### src/rtl/assert_macros.svh
// Assertion macros used by the event flag table RTL.
// Each macro compiles to a concurrent assertion unless SYNTHESIS is defined.
`ifndef ASSERT_MACROS_SVH
`define ASSERT_MACROS_SVH
`ifndef SYNTHESIS
// Property must hold at every clock edge outside reset.
`define EFST_ASSERT(lbl, clk, rst_n, prop, msg) \
    lbl: assert property (@(posedge clk) disable iff (!rst_n) (prop)) else $error(msg);
// Condition must never be true at a clock edge outside reset.
`define EFST_NEVER(lbl, clk, rst_n, cond, msg) \
    lbl: assert property (@(posedge clk) disable iff (!rst_n) !(cond)) else $error(msg);
`else
`define EFST_ASSERT(lbl, clk, rst_n, prop, msg)
`define EFST_NEVER(lbl, clk, rst_n, cond, msg)
`endif
`endif

### src/rtl/efst_pkg.sv
// Package for the event flag table: table size, request codes and the
// structs passed between the top level and the flag table. No dependencies.
`timescale 1ns / 1ps
package efst_pkg;

    localparam int NUM_FLAGS = 32;
    localparam int IDX_W = (NUM_FLAGS > 1) ? $clog2(NUM_FLAGS) : 1;
    localparam logic [8:0] NUM_FLAGS_CNT = 9'(NUM_FLAGS);

    localparam int AGE_W = 8;
    localparam logic [AGE_W-1:0] STALE_LIMIT_RESET = 8'd10;

    typedef enum logic [1:0] {
        REQ_RAISE = 2'd0,
        REQ_TAKE  = 2'd1,
        REQ_TICK  = 2'd2
    } req_code_t;

    typedef struct packed {
        logic       valid;
        logic [1:0] req;
        logic [7:0] idx;
    } efst_op_t;

    typedef struct packed {
        logic was_raised;
        logic index_error;
    } efst_res_t;

endpackage

### src/rtl/event_flag_table_stale_clear.sv
// Event flag table with stale clearing: top level with the request and
// result registers. Depends on efst_pkg and efst_flag_table.
//
// Usage:
//   Requests arrive on the input channel (in_valid, in_ready, req_type,
//   action_index): raise sets a flag and zeroes its age, take reports and
//   clears a flag, tick ages every set flag and drops those that reach the
//   stale limit. Each request yields exactly one result transfer on the
//   output channel (out_valid, out_ready, was_raised, index_error).
//   The stale limit is written through cfg_we and cfg_wdata while idle.
//
//   An input transfer loads the request register; the table update and
//   lookup then load the result register, which raises out_valid. The
//   block takes one request per cycle while the receiver keeps up; a
//   stalled receiver holds the flow, as described below.
//
//   Reset clears all flags and ages and sets the stale limit to 10. When the
//   receiver stalls, the result register holds and one more request waits in
//   the request register; in_ready then drops until the result is taken.
`timescale 1ns / 1ps

module event_flag_table_stale_clear
    import efst_pkg::*;
(
    input  logic       clk,
    input  logic       rst_n,
    input  logic       cfg_we,
    input  logic [7:0] cfg_wdata,
    input  logic       in_valid,
    output logic       in_ready,
    input  logic [1:0] req_type,
    input  logic [7:0] action_index,
    output logic       out_valid,
    input  logic       out_ready,
    output logic       was_raised,
    output logic       index_error
);

    logic [AGE_W-1:0] limit_reg;
    logic [AGE_W-1:0] limit_next;

    logic             s1_valid_reg;
    logic             s1_valid_next;
    logic [1:0]       s1_req_reg;
    logic [7:0]       s1_idx_reg;

    logic             out_valid_reg;
    logic             out_valid_next;
    efst_res_t        res_reg;

    logic             advance;
    efst_op_t         op;
    efst_res_t        res;

    // The result register can take a new value when empty or being drained.
    assign advance  = !out_valid_reg || out_ready;
    assign in_ready = !s1_valid_reg || advance;

    assign limit_next     = cfg_we ? cfg_wdata : limit_reg;
    assign s1_valid_next  = in_ready ? in_valid : s1_valid_reg;
    assign out_valid_next = advance ? s1_valid_reg : out_valid_reg;

    // Only a request that moves into the result register touches the table.
    assign op.valid = s1_valid_reg && advance;
    assign op.req   = s1_req_reg;
    assign op.idx   = s1_idx_reg;

    efst_flag_table u_table (
        .clk         (clk),
        .rst_n       (rst_n),
        .op          (op),
        .stale_limit (limit_reg),
        .res         (res)
    );

    always_ff @(posedge clk or negedge rst_n)
    begin
        if (!rst_n)
        begin
            limit_reg       <= STALE_LIMIT_RESET;
            s1_valid_reg    <= 1'b0;
            out_valid_reg   <= 1'b0;
        end
        else
        begin
            limit_reg       <= limit_next;
            s1_valid_reg    <= s1_valid_next;
            out_valid_reg   <= out_valid_next;
        end
    end

    // Payload registers carry no reset.
    always_ff @(posedge clk)
    begin
        if (in_ready && in_valid)
        begin
            s1_req_reg <= req_type;
            s1_idx_reg <= action_index;
        end
        if (op.valid)
        begin
            res_reg <= res;
        end
    end

    assign out_valid   = out_valid_reg;
    assign was_raised  = res_reg.was_raised;
    assign index_error = res_reg.index_error;

endmodule

### src/rtl/efst_flag_table.sv
// Flag table state: one flag bit and one age counter per entry, updated by
// one request per cycle. Depends on efst_pkg and assert_macros.svh.
`timescale 1ns / 1ps
`include "assert_macros.svh"

module efst_flag_table
    import efst_pkg::*;
(
    input  logic             clk,
    input  logic             rst_n,
    input  efst_op_t         op,
    input  logic [AGE_W-1:0] stale_limit,
    output efst_res_t        res
);

    logic [NUM_FLAGS-1:0] flag_bits_reg;
    logic [NUM_FLAGS-1:0] flag_bits_next;
    logic [AGE_W-1:0]     flag_ages_reg  [NUM_FLAGS];
    logic [AGE_W-1:0]     flag_ages_next [NUM_FLAGS];

    logic                 idx_ok;
    logic [IDX_W-1:0]     sel;
    logic [NUM_FLAGS-1:0] hit_vec;
    logic                 is_raise;
    logic                 is_take;
    logic                 is_tick;
    logic                 take_hit;
    logic [NUM_FLAGS-1:0] age_nz;

    assign idx_ok = ({1'b0, op.idx} < NUM_FLAGS_CNT);
    assign sel    = op.idx[IDX_W-1:0];

    always_comb
    begin
        is_raise = 1'b0;
        is_take  = 1'b0;
        is_tick  = 1'b0;
        case (op.req)
            REQ_RAISE: is_raise = op.valid;
            REQ_TAKE:  is_take  = op.valid;
            REQ_TICK:  is_tick  = op.valid;
            default:   ;
        endcase
    end

    assign take_hit = is_take && idx_ok;

    always_comb
    begin
        for (int i = 0; i < NUM_FLAGS; i++)
        begin
            hit_vec[i] = idx_ok && (sel == IDX_W'(i));
        end
    end

    // Every entry updates on its own; a tick ages all set flags at once.
    always_comb
    begin
        logic [AGE_W-1:0] age_inc;
        age_inc = '0;
        for (int i = 0; i < NUM_FLAGS; i++)
        begin
            flag_bits_next[i] = flag_bits_reg[i];
            flag_ages_next[i] = flag_ages_reg[i];
            age_inc = flag_ages_reg[i] + AGE_W'(1);
            if (is_tick && flag_bits_reg[i])
            begin
                if (age_inc >= stale_limit)
                begin
                    flag_bits_next[i] = 1'b0;
                    flag_ages_next[i] = '0;
                end
                else
                begin
                    flag_ages_next[i] = age_inc;
                end
            end
            else if ((is_raise || is_take) && hit_vec[i])
            begin
                flag_bits_next[i] = is_raise;
                flag_ages_next[i] = '0;
            end
        end
    end

    always_ff @(posedge clk or negedge rst_n)
    begin
        if (!rst_n)
        begin
            flag_bits_reg <= '0;
            for (int i = 0; i < NUM_FLAGS; i++)
            begin
                flag_ages_reg[i] <= '0;
            end
        end
        else
        begin
            flag_bits_reg <= flag_bits_next;
            for (int i = 0; i < NUM_FLAGS; i++)
            begin
                flag_ages_reg[i] <= flag_ages_next[i];
            end
        end
    end

    assign res.was_raised  = take_hit && flag_bits_reg[sel];
    assign res.index_error = (is_raise || is_take) && !idx_ok;

    always_comb
    begin
        for (int i = 0; i < NUM_FLAGS; i++)
        begin
            age_nz[i] = (flag_ages_reg[i] != '0);
        end
    end

    `EFST_NEVER(a_clear_flag_age_zero, clk, rst_n, |(~flag_bits_reg & age_nz), "clear flag has nonzero age")
    `EFST_NEVER(a_result_exclusive, clk, rst_n, res.was_raised && res.index_error, "raised and error together")
    `EFST_ASSERT(a_take_clears, clk, rst_n, take_hit |=> ((flag_bits_reg & $past(hit_vec)) == '0), "take left flag set")

endmodule

### config.mk
export PLATFORM = sky130hd
export DESIGN_NAME = event_flag_table_stale_clear
export DESIGN_NICKNAME = d
export VERILOG_FILES = /design/src/rtl/efst_pkg.sv /design/src/rtl/event_flag_table_stale_clear.sv /design/src/rtl/efst_flag_table.sv
export VERILOG_INCLUDE_DIRS = /design/src /design/src/rtl
export SDC_FILE = /design/constraint.sdc
export NUM_CORES = 1
export LEC_CHECK = 0
export BUFFER_PORTS_ARGS = -buffer_cell sky130_fd_sc_hd__buf_2
export CAP_MARGIN = 20
export CORE_AREA = 2 2 203 205
export DETAILED_ROUTE_END_ITERATION = 8
export DIE_AREA = 0 0 205 207
export PLACE_DENSITY = 0.7
export SLEW_MARGIN = 20
export SYNTH_ARGS = -nofsm -noshare
export SYNTH_HDL_FRONTEND = slang
export SYNTH_HIERARCHICAL = 1
export SYNTH_SLANG_ARGS = --single-unit
export TNS_END_PERCENT = 5
### constraint.sdc
create_clock -name clk -period 6.29 [get_ports clk]
set_clock_uncertainty 0.15 [all_clocks]
set_input_delay 0.629 -clock clk [delete_from_list [all_inputs] [get_ports clk]]
set_output_delay 0.629 -clock clk [all_outputs]
set_load 0.05 [all_outputs]
==> out/qor.yml <==
run_status:
  status: "finished clean"
cts:
  cts_setup_buffers: 0
  cts_hold_repair.buffers: 1
  htreeDepth: 2
  numCtsBuffers: 38
  clk-insertion-delay-late_ns: 0.56
  clock-sinks: 310
  cts.path.max_buffers: 3
  cts_root_buffer: "clkbuf_16"
  cts_resized: 0
  cts_tree: "yes"
  clk_pin_slew_ns: 0.06
placement:
  port_buffers: 26
  globalplace.congestion: 0.817
  placed_area_um2: 22600
  dpl.hpwl_um: 35300
timing:
  final_max_slew_viol_count: 0
  max_freq_ghz: 0.315
  tns_ns: 0
  setup_viol: 0
  rsz0062_at_grt: "no"
  fin_crit_ns: 3.18
  worstMarginPinSlew_ns: 1.16
  hold_viol: 0
  relSlewSlack_pct: 22.6
  min_period_over_period_pct: 50.5
  whs_ns: 0.0998
routing:
  drc: 0
  viasPerCell: 6.17
  drt-pass1-iter-count: 5
  drt-initial-drc-count: 1068
  wl_per_cell_um: 19.2
  final_antenna_net_count: 0
  via_count: 17300
  wirelength_um: 53900
floorplan:
  die_h_um: 207
  dieArea_um2: 42400
  io_pins: 27
  initial_utilization_pct: 54.0
  fp.coreArea_um2: 40400
  die_width_um: 205
  rows: 74
synth:
  synthTopCellsByArea: "dfrtp_1 34%, ha_1 17%, a22o_1 5.8%, nand2_1 5.6%, o211ai_1 4.1%"
  synth_flop_cell: "dfrtp_1"
  synth_edf_count: 12
  yosysMostFrequentCell: "nand2_1"
  synth.cell_area_um2: 21800
  syn_nets: 2510
  synth_top_area_cell: "dfrtp_1"
  ys_seq_elements: 310
  synthTopCellsByCount: "324 x nand2_1, 296 x dfrtp_1, 288 x ha_1"
  yosys_warnings: 6
  async_reset_ff_share_pct: 96.1
  yosysUniqueCellTypes: 53
  synth_top_cell_area_share_pct: 34.0
  syn_inst: 2199
  yosysSeqAreaShare_pct: 35.9
  synth_area_per_cell_um2: 9.91
global_routing:
  grt_pass1_wl_um: 88900
  grt_pass1_vias: 17200
  grt.total_usage_pct: 26.0
  grt_overflow_total: 0
  antenna_found_initial: 0
  grt_max_degree: 102
cells_and_area:
  largest_reg_flops: 256
  drive_above_1_share_pct: 8.01
  num_antenna_cells: 0
  nets: 2555
  fin_area_um2: 23900
  syn2layout_area_growth_pct: 9.42
pwr:
  combPwrFrac_pct: 16.4
  p_leak_uw: 0.0110
  ir_drop_v: 0.000216
  switching_share_pct: 29.5
  seq_power_share_pct: 42.1
  clock_power_share_pct: 41.5
  power.internal_uw: 3880
  netSwitchingPower_uw: 1630
  power.density_nw_per_um2: 231
critical_path:
  path_max_fanout: 33
  cp-start-kind: "flip-flop"
  crit_slowest_cell: "and3b_2"
  crit_family: "simple AND/OR/NAND/NOR gates"
  crit_buf_inv: 0
  crit_arrival_ns: 3.46
  crit_required_ns: 6.57
  critPathKind: "flip-flop to flip-flop"
  rrSetupSlack_ns: 3.11
  crit_chain: "nand2b_1 > and2_1 > and3b_2 > nand2_1 > a2111oi_4 > o21ai_0 > o311ai_0"
  endpoint_kind: "flip-flop"
  critPathMaxStageDelay_ns: 0.87
min_path:
  hp-class: "primary input to flip-flop"
flow_run:
  maxCapViolCount: 0
-- worst register-to-register path, delay by kind of cell (launching register included) --
kind	cells	cell delay, ns
and+or+nand+nor	4	1.44
AOI/OAI and AO/OA	3	1.06
DFF	1	0.40
-- cell families after synthesis --
logic type,synth area share (%)
xor+xnor,7.63
compound gates,22.1
mux,1.66
buf+inv,1.39
flops,35.9
simple gates,14.8
fa+ha+maj,16.5
-- cells in the final DEF, fill, tap and decap left out, types with 4 or more instances in the layout --
cell type,netlist,final
a2111oi_2,16,16
a2111oi_4,12,12
a21boi_1,20,20
a21boi_2,11,11
a21oi_1,98,98
a22o_1,144,144
a32o_1,12,12
and3_1,33,33
buf_2,3,25
buf_4,3,13
bufinv_16,0,4
clkbuf_1,27,10
clkbuf_16,0,41
clkinv_2,0,7
dfrtp_1,296,295
edfxtp_1,12,12
ha_1,288,288
inv_1,38,31
inv_2,0,7
mux2_4,8,8
mux2i_1,4,4
mux4_2,9,9
nand2_1,324,324
nand2b_1,61,60
nand3_1,97,97
nand4_1,32,32
nor2_1,128,128
nor2b_1,5,5
o2111ai_1,30,30
o211ai_1,118,118
o21a_1,61,61
o21ai_0,73,73
o311ai_0,7,7
or2_2,6,6
xnor2_1,96,96
xor2_1,94,94
-- power groups by stage --
stage	Sequential, uW	Clock (uW)	Combinational, uW
3_5_place_dp	2350	0	903
5_1_grt	2340	2420	1040
4_1_cts	2320	2330	910
2_1_floorplan	2290	0	616
6_report	2320	2290	904
3_3_place_gp	2350	0	857
-- metal layers --
layer	GRT usage [%]	up-vias	part of all wire [%]
li1	-	8341	-
met1	36.1	8512	46
met2	42.4	373	47
met3	4.09	75	4.7
met4	6.80	0	2.1
met5	0	-	0
-- final timing paths --
kind	depth (start not counted)	endpoint	from
worst max-delay path	7	u_table/flag_ages_reg[162]$_DFFE_PN0P_	out_valid$_DFFE_PN0P_
worst min-delay path	1	s1_idx_reg[6]$_DFFE_PP_	action_index[6]
worst max register to register	7	u_table/flag_ages_reg[162]$_DFFE_PN0P_	out_valid$_DFFE_PN0P_
worst min register to register	1	out_valid$_DFFE_PN0P_	s1_valid_reg$_DFFE_PN0P_
max in group asynchronous	3	u_table/flag_ages_reg[120]$_DFFE_PN0P_	rst_n
min in group asynchronous	2	u_table/flag_ages_reg[201]$_DFFE_PN0P_	rst_n
-- per-stage QoR --
step,util (%),power [uW],setup WS [ns],std cells
after floorplan,-,2900,3.73,2199
after global placement,55.9,3200,2.91,2735
after detailed placement,55.9,3250,2.77,2735
after CTS,59.1,5560,3.10,2805
after global routing,59.1,5790,2.86,2805
final,59.1,5510,3.11,2805
-- final cells by class --
type	count	area, um2
Fill cell	3385	16500
Sequential cell	310	7820
Clock buffer	54	1100
Timing Repair Buffer	40	248
Multi-Input combinational cell	1816	13700
Clock inverter	15	183
Tap cell	532	666
Inverter	38	143
(Power assumes the default switching activity.)
